==> config.mk <==
export PLATFORM = sky130hd
export DESIGN_NAME = pairwise_distance_engine
export DESIGN_NICKNAME = d
export VERILOG_FILES = /design/src/hdl/pdist_pkg.sv /design/src/hdl/pdist_point_mem.sv /design/src/hdl/pdist_dist_front.sv /design/src/hdl/pdist_sqrt_cell.sv /design/src/hdl/pairwise_distance_engine.sv
export SDC_FILE = /design/constraint.sdc
export NUM_CORES = 2
export LEC_CHECK = 0
export BUFFER_PORTS_ARGS = -buffer_cell sky130_fd_sc_hd__buf_2
export CAP_MARGIN = 20
export CORE_MARGIN = 4
export CORE_UTILIZATION = 45
export DETAILED_ROUTE_END_ITERATION = 10
export GPL_ROUTABILITY_DRIVEN = 1
export PLACE_DENSITY = 0.65
export SETUP_SLACK_MARGIN = 0.5
export SYNTH_ARGS = -nofsm -noshare
export SYNTH_HDL_FRONTEND = slang
export SYNTH_HIERARCHICAL = 1
export SYNTH_SLANG_ARGS = --single-unit
==> constraint.sdc <==
create_clock -name clk -period 34.4 [get_ports clk]
set_clock_uncertainty 0.05 [all_clocks]
set_input_delay 3.44 -clock clk [delete_from_list [all_inputs] [get_ports clk]]
set_output_delay 3.44 -clock clk [all_outputs]
set_load 0.05 [all_outputs]
==> src/hdl/pdist_pkg.sv <==
`default_nettype none
package pdist_pkg;

  // default sizes handed to the top level
  localparam int MAX_POINTS_DEF  = 32;
  localparam int COORD_WIDTH_DEF = 16;

  // fixed field widths
  localparam int IDX_W      = 5;
  localparam int CFG_W      = 6;
  localparam int DIST_W     = 17;
  localparam int OUT_DATA_W = ((DIST_W + IDX_W + 7) / 8) * 8;

  // square root datapath: 34-bit radicand, one result bit per cell
  localparam int RAD_W  = 2 * DIST_W;
  localparam int REM_W  = DIST_W + 2;
  localparam int ROOT_W = DIST_W;

  localparam logic [CFG_W-1:0] CFG_RESET = CFG_W'(32);

  localparam logic OP_LOAD  = 1'b0;
  localparam logic OP_QUERY = 1'b1;

  typedef enum logic {
    ST_IDLE,
    ST_ISSUE
  } state_t;

  // item bookkeeping that travels alongside the datapath
  typedef struct packed {
    logic             valid;
    logic             last;
    logic [IDX_W-1:0] idx;
  } tag_t;

  typedef struct packed {
    tag_t              tag;
    logic [RAD_W-1:0]  rad;
    logic [REM_W-1:0]  rem;
    logic [ROOT_W-1:0] root;
  } sqrt_tok_t;

endpackage
`default_nettype wire

==> src/hdl/pdist_point_mem.sv <==
`default_nettype none
module pdist_point_mem #(
  parameter int MAX_POINTS  = pdist_pkg::MAX_POINTS_DEF,
  parameter int COORD_WIDTH = pdist_pkg::COORD_WIDTH_DEF
) (
  input  wire                                    clk,
  input  wire                                    rst_n,
  input  wire                                    en,
  input  wire                                    wr_en,
  input  wire [((MAX_POINTS > 1) ? $clog2(MAX_POINTS) : 1)-1:0] wr_addr,
  input  wire signed [COORD_WIDTH-1:0]           wr_x,
  input  wire signed [COORD_WIDTH-1:0]           wr_y,
  input  wire pdist_pkg::tag_t                   rd_tag,
  input  wire [((MAX_POINTS > 1) ? $clog2(MAX_POINTS) : 1)-1:0] rd_addr,
  input  wire signed [COORD_WIDTH-1:0]           probe_x,
  input  wire signed [COORD_WIDTH-1:0]           probe_y,
  output pdist_pkg::tag_t                        fetch_tag,
  output logic signed [COORD_WIDTH-1:0]          fetch_px,
  output logic signed [COORD_WIDTH-1:0]          fetch_py,
  output logic signed [COORD_WIDTH-1:0]          fetch_sx,
  output logic signed [COORD_WIDTH-1:0]          fetch_sy
);

  logic [2*COORD_WIDTH-1:0] mem [MAX_POINTS];
  pdist_pkg::tag_t          tag_r;
  logic [2*COORD_WIDTH-1:0] rd_data_r;
  logic signed [COORD_WIDTH-1:0] px_r, py_r;

  always_ff @(posedge clk) begin
    if (wr_en) begin
      mem[wr_addr] <= {wr_y, wr_x};
    end
  end

  always_ff @(posedge clk) begin
    if (en) begin
      rd_data_r <= mem[rd_addr];
      px_r      <= probe_x;
      py_r      <= probe_y;
      tag_r.last <= rd_tag.last;
      tag_r.idx  <= rd_tag.idx;
    end
    if (!rst_n) begin
      tag_r.valid <= 1'b0;
    end else if (en) begin
      tag_r.valid <= rd_tag.valid;
    end
  end

  assign fetch_tag = tag_r;
  assign fetch_px  = px_r;
  assign fetch_py  = py_r;
  assign fetch_sx  = rd_data_r[COORD_WIDTH-1:0];
  assign fetch_sy  = rd_data_r[2*COORD_WIDTH-1:COORD_WIDTH];

endmodule
`default_nettype wire

==> src/hdl/pdist_dist_front.sv <==
`default_nettype none
module pdist_dist_front #(
  parameter int COORD_WIDTH = pdist_pkg::COORD_WIDTH_DEF
) (
  input  wire                           clk,
  input  wire                           rst_n,
  input  wire                           en,
  input  wire pdist_pkg::tag_t          tag_in,
  input  wire signed [COORD_WIDTH-1:0]  px,
  input  wire signed [COORD_WIDTH-1:0]  py,
  input  wire signed [COORD_WIDTH-1:0]  sx,
  input  wire signed [COORD_WIDTH-1:0]  sy,
  output pdist_pkg::sqrt_tok_t          tok_out
);

  localparam int CW    = COORD_WIDTH;
  localparam int PW    = 2 * CW;
  localparam int SW    = 2 * CW + 1;
  localparam int RAD_W = pdist_pkg::RAD_W;

  // stage 1: absolute differences
  logic signed [CW:0] diff_x, diff_y;
  logic [CW-1:0]      dx_abs, dy_abs;
  logic               sat1;
  logic [CW-1:0]      dx_r, dy_r;
  logic               sat1_r;
  pdist_pkg::tag_t    tag1_r;

  // stage 2: squares
  logic [PW-1:0]      sqx_r, sqy_r;
  logic               sat2_r;
  pdist_pkg::tag_t    tag2_r;

  // stage 3: sum and saturation
  logic [SW-1:0]      sum;
  logic               sat3;
  logic [RAD_W-1:0]   rad_r;
  pdist_pkg::tag_t    tag3_r;

  always_comb begin
    diff_x = {px[CW-1], px} - {sx[CW-1], sx};
    diff_y = {py[CW-1], py} - {sy[CW-1], sy};
    dx_abs = diff_x[CW] ? CW'(-diff_x) : diff_x[CW-1:0];
    dy_abs = diff_y[CW] ? CW'(-diff_y) : diff_y[CW-1:0];
    // a difference of 2^17 or more is out of distance range already
    sat1   = ((64'(dx_abs) >> pdist_pkg::DIST_W) != 64'd0) ||
             ((64'(dy_abs) >> pdist_pkg::DIST_W) != 64'd0);
    sum    = SW'(sqx_r) + SW'(sqy_r);
    sat3   = sat2_r || ((64'(sum) >> RAD_W) != 64'd0);
  end

  always_ff @(posedge clk) begin
    if (en) begin
      dx_r   <= dx_abs;
      dy_r   <= dy_abs;
      sat1_r <= sat1;
      sqx_r  <= PW'(dx_r) * PW'(dx_r);
      sqy_r  <= PW'(dy_r) * PW'(dy_r);
      sat2_r <= sat1_r;
      // all ones gives a root of exactly 2^17 - 1
      rad_r  <= sat3 ? {RAD_W{1'b1}} : RAD_W'(sum);
      tag1_r.last <= tag_in.last;
      tag1_r.idx  <= tag_in.idx;
      tag2_r.last <= tag1_r.last;
      tag2_r.idx  <= tag1_r.idx;
      tag3_r.last <= tag2_r.last;
      tag3_r.idx  <= tag2_r.idx;
    end
    if (!rst_n) begin
      tag1_r.valid <= 1'b0;
      tag2_r.valid <= 1'b0;
      tag3_r.valid <= 1'b0;
    end else if (en) begin
      tag1_r.valid <= tag_in.valid;
      tag2_r.valid <= tag1_r.valid;
      tag3_r.valid <= tag2_r.valid;
    end
  end

  always_comb begin
    tok_out.tag  = tag3_r;
    tok_out.rad  = rad_r;
    tok_out.rem  = '0;
    tok_out.root = '0;
  end

endmodule
`default_nettype wire

==> src/hdl/pdist_sqrt_cell.sv <==
`default_nettype none
module pdist_sqrt_cell (
  input  wire                       clk,
  input  wire                       rst_n,
  input  wire                       en,
  input  wire pdist_pkg::sqrt_tok_t tok_in,
  output pdist_pkg::sqrt_tok_t      tok_out
);

  localparam int RAD_W  = pdist_pkg::RAD_W;
  localparam int REM_W  = pdist_pkg::REM_W;
  localparam int ROOT_W = pdist_pkg::ROOT_W;
  localparam int WR     = REM_W + 2;

  pdist_pkg::sqrt_tok_t tok_r, tok_nxt;
  logic [WR-1:0]        rem_sh, trial;

  // one result bit: bring down two radicand bits, try root*4+1
  always_comb begin
    rem_sh  = {tok_in.rem, tok_in.rad[RAD_W-1:RAD_W-2]};
    trial   = WR'({tok_in.root, 2'b01});
    tok_nxt = tok_in;
    tok_nxt.rad = {tok_in.rad[RAD_W-3:0], 2'b00};
    if (rem_sh >= trial) begin
      tok_nxt.rem  = REM_W'(rem_sh - trial);
      tok_nxt.root = {tok_in.root[ROOT_W-2:0], 1'b1};
    end else begin
      tok_nxt.rem  = REM_W'(rem_sh);
      tok_nxt.root = {tok_in.root[ROOT_W-2:0], 1'b0};
    end
  end

  always_ff @(posedge clk) begin
    if (en) begin
      tok_r.rad      <= tok_nxt.rad;
      tok_r.rem      <= tok_nxt.rem;
      tok_r.root     <= tok_nxt.root;
      tok_r.tag.last <= tok_nxt.tag.last;
      tok_r.tag.idx  <= tok_nxt.tag.idx;
    end
    if (!rst_n) begin
      tok_r.tag.valid <= 1'b0;
    end else if (en) begin
      tok_r.tag.valid <= tok_nxt.tag.valid;
    end
  end

  assign tok_out = tok_r;

endmodule
`default_nettype wire

==> src/hdl/pairwise_distance_engine.sv <==
`default_nettype none
// pairwise distance engine: keeps up to MAX_POINTS reference points with signed
// COORD_WIDTH-bit x/y coordinates and, per query, emits the floor of the euclidean
// distance from the probe to stored points 0 .. points_in_use-1, one column of the
// distance matrix, with tlast on the final result. tuser = 0 loads the point in
// tdata into slot point_index (slots at or beyond MAX_POINTS are dropped, no
// result). tuser = 1 is a query: the sequencer reads one stored point per cycle
// from the point memory while the output is not stalled and takes no new input
// while it walks the store, and results stream out at one per cycle once the pipe
// is full and the output is not stalled. a point read passes through the memory
// read, three front-end stages (difference, squares, sum), a row of 17 square root
// cells that each settle one result bit, and the output register. a stalled output
// freezes the whole pipe. points_in_use resets to 32, is clamped to MAX_POINTS, and
// zero makes a query produce nothing. distances beyond 17 bits (wide coordinates
// only) saturate to all ones. slots hold garbage until loaded, and a query must not
// reach an unloaded slot; there is no clearing pass after reset.
module pairwise_distance_engine #(
  parameter int MAX_POINTS  = pdist_pkg::MAX_POINTS_DEF,
  parameter int COORD_WIDTH = pdist_pkg::COORD_WIDTH_DEF
) (
  input  wire                                         clk,
  input  wire                                         rst_n,
  // input channel
  input  wire                                         in_tvalid,
  output logic                                        in_tready,
  // point_index [4:0], coord_x, coord_y, zero padding
  input  wire [((pdist_pkg::IDX_W + 2*COORD_WIDTH + 7) / 8) * 8 - 1:0] in_tdata,
  // op (0 load, 1 query)
  input  wire                                         in_tuser,
  // result channel
  output logic                                        out_tvalid,
  input  wire                                         out_tready,
  // distance [16:0], ref_index [21:17], zero padding
  output logic [pdist_pkg::OUT_DATA_W-1:0]            out_tdata,
  output logic                                        out_tlast,
  // configuration: points_in_use
  input  wire                                         cfg_valid,
  output logic                                        cfg_ready,
  input  wire [pdist_pkg::CFG_W-1:0]                  cfg_data
);

  localparam int CW     = COORD_WIDTH;
  localparam int AW     = (MAX_POINTS > 1) ? $clog2(MAX_POINTS) : 1;
  localparam int CNT_W  = $clog2(MAX_POINTS + 1);
  localparam int IDX_W  = pdist_pkg::IDX_W;
  localparam int DIST_W = pdist_pkg::DIST_W;
  localparam int NCELLS = pdist_pkg::ROOT_W;

  // input field unpacking
  logic [IDX_W-1:0]     in_point_index;
  logic signed [CW-1:0] in_coord_x, in_coord_y;
  logic                 in_fire, load_fire, query_fire;
  logic                 slot_ok;

  // configuration register
  logic [pdist_pkg::CFG_W-1:0] cfg_r;
  logic [CNT_W-1:0]            count_sat;

  // query sequencer
  pdist_pkg::state_t    state_r, state_nxt;
  logic [AW-1:0]        k_r, k_nxt;
  logic [CNT_W-1:0]     count_r, count_nxt;
  logic signed [CW-1:0] probe_x_r, probe_y_r;
  pdist_pkg::tag_t      rd_tag;

  // pipe enable: everything moves unless a result sits unclaimed
  logic                 en;

  // datapath links
  pdist_pkg::tag_t      fetch_tag;
  logic signed [CW-1:0] fetch_px, fetch_py, fetch_sx, fetch_sy;
  pdist_pkg::sqrt_tok_t chain [NCELLS+1];

  // output register
  logic                 out_valid_r;
  logic [DIST_W-1:0]    out_dist_r;
  logic [IDX_W-1:0]     out_idx_r;
  logic                 out_last_r;

  assign in_point_index = in_tdata[IDX_W-1:0];
  assign in_coord_x     = in_tdata[IDX_W+CW-1:IDX_W];
  assign in_coord_y     = in_tdata[IDX_W+2*CW-1:IDX_W+CW];

  assign in_fire    = in_tvalid && in_tready;
  assign load_fire  = in_fire && (in_tuser == pdist_pkg::OP_LOAD);
  assign query_fire = in_fire && (in_tuser == pdist_pkg::OP_QUERY);
  assign slot_ok    = (32'(in_point_index) < 32'(MAX_POINTS));

  assign en = !out_valid_r || out_tready;

  // config port never stalls
  assign cfg_ready = 1'b1;

  always_ff @(posedge clk) begin
    if (!rst_n) begin
      cfg_r <= pdist_pkg::CFG_RESET;
    end else if (cfg_valid && cfg_ready) begin
      cfg_r <= cfg_data;
    end
  end

  // clamp the count to the store depth
  assign count_sat = (32'(cfg_r) > 32'(MAX_POINTS)) ? CNT_W'(MAX_POINTS) : CNT_W'(cfg_r);

  // sequencer: idle takes loads and queries, issue walks the store one slot per cycle unless stalled
  always_comb begin
    state_nxt = state_r;
    k_nxt     = k_r;
    count_nxt = count_r;
    in_tready = 1'b0;
    rd_tag.valid = 1'b0;
    rd_tag.last  = (CNT_W'(k_r) + CNT_W'(1)) == count_r;
    rd_tag.idx   = IDX_W'(k_r);
    unique case (state_r)
      pdist_pkg::ST_IDLE: begin
        in_tready = 1'b1;
        if (query_fire) begin
          k_nxt     = '0;
          count_nxt = count_sat;
          if (count_sat != '0) begin
            state_nxt = pdist_pkg::ST_ISSUE;
          end
        end
      end
      pdist_pkg::ST_ISSUE: begin
        if (en) begin
          rd_tag.valid = 1'b1;
          k_nxt        = AW'(k_r + AW'(1));
          if (rd_tag.last) begin
            state_nxt = pdist_pkg::ST_IDLE;
          end
        end
      end
      default: begin
        state_nxt = pdist_pkg::ST_IDLE;
      end
    endcase
  end

  always_ff @(posedge clk) begin
    if (!rst_n) begin
      state_r <= pdist_pkg::ST_IDLE;
    end else begin
      state_r <= state_nxt;
    end
  end

  always_ff @(posedge clk) begin
    k_r     <= k_nxt;
    count_r <= count_nxt;
    if (query_fire) begin
      probe_x_r <= in_coord_x;
      probe_y_r <= in_coord_y;
    end
  end

  // point store with registered read; probe rides along with the read
  pdist_point_mem #(
    .MAX_POINTS  (MAX_POINTS),
    .COORD_WIDTH (COORD_WIDTH)
  ) u_mem (
    .clk       (clk),
    .rst_n     (rst_n),
    .en        (en),
    .wr_en     (load_fire && slot_ok),
    .wr_addr   (AW'(in_point_index)),
    .wr_x      (in_coord_x),
    .wr_y      (in_coord_y),
    .rd_tag    (rd_tag),
    .rd_addr   (k_r),
    .probe_x   (probe_x_r),
    .probe_y   (probe_y_r),
    .fetch_tag (fetch_tag),
    .fetch_px  (fetch_px),
    .fetch_py  (fetch_py),
    .fetch_sx  (fetch_sx),
    .fetch_sy  (fetch_sy)
  );

  // |dx|, |dy|, squares, sum into the square root radicand
  pdist_dist_front #(
    .COORD_WIDTH (COORD_WIDTH)
  ) u_front (
    .clk     (clk),
    .rst_n   (rst_n),
    .en      (en),
    .tag_in  (fetch_tag),
    .px      (fetch_px),
    .py      (fetch_py),
    .sx      (fetch_sx),
    .sy      (fetch_sy),
    .tok_out (chain[0])
  );

  // row of square root cells, msb of the root first
  for (genvar i = 0; i < NCELLS; i++) begin : g_cell
    pdist_sqrt_cell u_cell (
      .clk     (clk),
      .rst_n   (rst_n),
      .en      (en),
      .tok_in  (chain[i]),
      .tok_out (chain[i+1])
    );
  end

  // output register parts the pipe from the consumer
  always_ff @(posedge clk) begin
    if (!rst_n) begin
      out_valid_r <= 1'b0;
    end else if (en) begin
      out_valid_r <= chain[NCELLS].tag.valid;
    end
  end

  always_ff @(posedge clk) begin
    if (en) begin
      out_dist_r <= chain[NCELLS].root;
      out_idx_r  <= chain[NCELLS].tag.idx;
      out_last_r <= chain[NCELLS].tag.last;
    end
  end

  assign out_tvalid = out_valid_r;
  assign out_tlast  = out_last_r;
  assign out_tdata  = pdist_pkg::OUT_DATA_W'({out_idx_r, out_dist_r});

endmodule
`default_nettype wire

==> results.md <==
| Parameter | Reported |
| --- | --- |
| Max Cap Violations | 0 |
| Instance count along the most critical hold path | 0 |
| Pin count of the biggest net entering global routing | 130 |
| Remaining global-route overflow | 0 |
| Clock buffers created by TritonCTS | 242 |
| Register-to-register setup slack | 27.03 ns |
| Routed metal-1 wire length | 112000 µm |
| Total of fill cells in the finished design | 22206 |
| Nets@finish | 9905 |
| Via-to-Cell Ratio | 5.41 |
| Detailed Routing Iterations Pass 1 | 6 |
| H-tree lvl count | 4 |
| Antenna violations before repair | 15 |
| Critical Path Sink Type | flop |
| Core Rows | 188 |
| I/O pin count | 80 |
| Clk Tree Root Cell | sky130_fd_sc_hd__clkbuf_16 |
| Chip Height | 521 µm |
| WP buf/inv | 6 |
| CTS-repair resized insts | 0 |
| Remaining max-slew budget at the tightest pin | 25.6% |
| Highest attainable clock frequency | 0.133 GHz |
| Synth Area per Inst | 13.6 µm² |
| Warning count from the yosys run | 6 |
| Number of setup violations in the final report | 0 |
| Post-Syn Area | 119000 µm² |
| Total length of routed met3 wires | 14000 µm |
| Sink count of the clock tree | 2301 |
| Number of buffers inserted by post-CTS setup repair | 0 |
| Start of the worst register-to-register path | u_front/dx_r[1]$_DFFE_PP_ |
| Count of final max-slew check failures | 0 |
| Critical path launch point type | input port |
| DP HPWL | 171000 µm |
| Maximum fanout encountered on the critical timing path | 118 |
| Placed cell area | 123000 µm² |
| Routed length per placed instance | 20.1 µm |
| Clk pin slew, worst setup/hold paths | 0.06 ns |
| Final period util | 21.9% |
| CTS Buffer Depth | 4 |
| Crit-path leading delay family | buffers and inverters |
| Total length of routed met2 wires | 122000 µm |
| Required @ worst endpoint | 34.77 ns |
| Startpoint of the worst hold path | g_cell[8].u_cell/tok_out[72]$_DFFE_PP_ |
| Final Wtd Congestion | 0.872 |
| WL final | 255000 µm |
| Type of the worst setup path | input port to flop |
| Worst r2r dst | u_front/sqx_r[28]$_DFFE_PP_ |
| Final number of hold-violating endpoints | 0 |
| TritonCTS clock tree | built |
| Final std cell area, no fill | 131000 µm² |
| Number of port buffers | 73 |
| Tightest Hold Check Type | flop to flop |
| Run status | finished clean |
| Total Routing Usage GR | 18.5% |
| Hold EP | g_cell[9].u_cell/tok_out[72]$_DFFE_PP_ |
| X dimension of the die | 521 µm |
| Number of vias in the routed layout | 68474 |
| Slowest cell delay on critical path | 0.86 ns |
| Wire length of the first global-routing pass | 397000 µm |
| Most numerous cell on the critical path | sky130_fd_sc_hd__buf_4 |
| Number of design-rule violations left by the first detailed-router iteration | 5449 |
| Cell with the biggest individual delay on the critical path | sky130_fd_sc_hd__buf_4 |
| Arrival time at the worst endpoint | 7.89 ns |
| Area Growth Syn to Fin | 10.3% |
| RSZ-0062 raised after global routing | false |
| Setup TNS Final | 0 ns |
| Via count of the first global-routing pass | 69377 |
| DRT antenna net count | 0 |
| Effective utilization at floorplan | 45.2% |
| Placeable core area | 262000 µm² |
| Number of instances in the synthesized netlist | 8749 |
| Tmin final | 7.52 ns |
| Actual transition at the worst max-transition pin | 1.08 ns |
| DRC violation count after routing | 0 |
| Highest metal used | met4 |
| Count of hold buffers inserted by post-cts repair | 0 |
| Ratio of cells with drive above 1 in the final layout | 9.52% |
| Total die area | 272000 µm² |
| Clock insertion delay at the later pin of the skew report | 0.90 ns |
| Path depth of the worst reg2reg path | 23 |
| Worst-path cell chain | buf_2 -> nor2b_1 -> inv_8 -> buf_4 -> buf_4 -> buf_4 -> buf_4 |
## cells in the final DEF, fill, tap and decap left out, types with 30 or more instances in the layout
cell type	n
sky130_fd_sc_hd__o21bai_1	60
sky130_fd_sc_hd__ha_1	588
sky130_fd_sc_hd__mux2_4	151
sky130_fd_sc_hd__o211ai_1	72
sky130_fd_sc_hd__a21o_1	79
sky130_fd_sc_hd__nor2b_1	64
sky130_fd_sc_hd__edfxtp_1	2272
sky130_fd_sc_hd__buf_2	73
sky130_fd_sc_hd__fa_1	330
sky130_fd_sc_hd__and2_1	104
sky130_fd_sc_hd__o21a_1	57
sky130_fd_sc_hd__xnor2_1	229
sky130_fd_sc_hd__conb_1	40
sky130_fd_sc_hd__clkbuf_16	245
sky130_fd_sc_hd__nand2b_1	59
sky130_fd_sc_hd__mux2_1	105
sky130_fd_sc_hd__clkbuf_1	35
sky130_fd_sc_hd__nand4_1	53
sky130_fd_sc_hd__or3_1	39
sky130_fd_sc_hd__buf_4	75
sky130_fd_sc_hd__nor2_4	49
sky130_fd_sc_hd__clkinv_1	51
sky130_fd_sc_hd__a22oi_1	96
sky130_fd_sc_hd__mux2i_1	560
sky130_fd_sc_hd__a21oi_1	407
sky130_fd_sc_hd__nor3_1	152
sky130_fd_sc_hd__inv_1	920
sky130_fd_sc_hd__clkinv_2	46
sky130_fd_sc_hd__nand3_1	217
sky130_fd_sc_hd__nor2_1	346
sky130_fd_sc_hd__o41ai_1	30
sky130_fd_sc_hd__nand2_1	530
sky130_fd_sc_hd__a22o_1	65
sky130_fd_sc_hd__xor2_1	180
sky130_fd_sc_hd__o21ai_0	193
sky130_fd_sc_hd__a31oi_1	93
## metal layers
metal,vias up,global-route usage [%]
met5,-,0
met1,33964,25.5
li1,32285,-
met4,0,5.13
met2,1813,30.8
met3,412,2.54
## worst reg2reg max path, delay by kind of cell, from the launching register on
kind,cells,cell delay (ns)
compound gates,7,2.17
fa+ha+maj,7,3.43
buf+inv,7,0.56
flops,1,0.36
simple gates,2,0.52
## cell type report
cell class,instances,area [µm²],area share (%)
multi-input combinational,5298,45000,34.4
clock inverter,163,1670,1.28
sequential,2301,68800,52.6
tap,3515,4400,3.36
clock buffer,280,6260,4.79
antenna,9,22.5,0.0172
timing repair buffer,155,1080,0.828
inverter,937,3560,2.73
## stage by stage
stage               cells  util, %  worst slack [ns]  hold slack, ns
floorplan            8786        -              5.22           0.350
global placement    12204     46.8             26.05           0.351
detailed placement  12205     46.8             25.88           0.355
CTS                 12648     49.9             26.79           0.292
global route        12654     49.9             26.53           0.299
finish              12658     49.9             26.88           0.297
## state kept, by name, summed over array words and instances, names as in the netlist, 16 cells and up
register,flops
u_mem/mem,1024
g_cell.u_cell/tok_out,984
u_front/rad_r,33
u_mem/rd_data_r,32
u_front/sqx_r,31
u_front/sqy_r,31
out_dist_r,17
probe_x_r,16
probe_y_r,16
u_front/dx_r,16
u_front/dy_r,16
u_mem/fetch_px,16
u_mem/fetch_py,16
## worst max path at each step
stage | start | to | slack, ns | depth (start not counted)
2_1_floorplan | out_tready | g_cell[0].u_cell/tok_out[76]$_SDFFE_PN0P_ | 5.22 | 4
3_3_place_gp | out_tready | g_cell[9].u_cell/tok_out[19]$_DFFE_PP_ | 26.05 | 7
3_5_place_dp | out_tready | g_cell[9].u_cell/tok_out[18]$_DFFE_PP_ | 25.88 | 7
4_1_cts | out_tready | g_cell[4].u_cell/tok_out[67]$_DFFE_PP_ | 26.79 | 7
5_1_grt | out_tready | g_cell[4].u_cell/tok_out[1]$_DFFE_PP_ | 26.53 | 7
6_report | out_tready | g_cell[3].u_cell/tok_out[66]$_DFFE_PP_ | 26.88 | 7
Power is not shown: default switching activity piles up to over one toggle a cycle in this logic, so the estimate is an artifact.
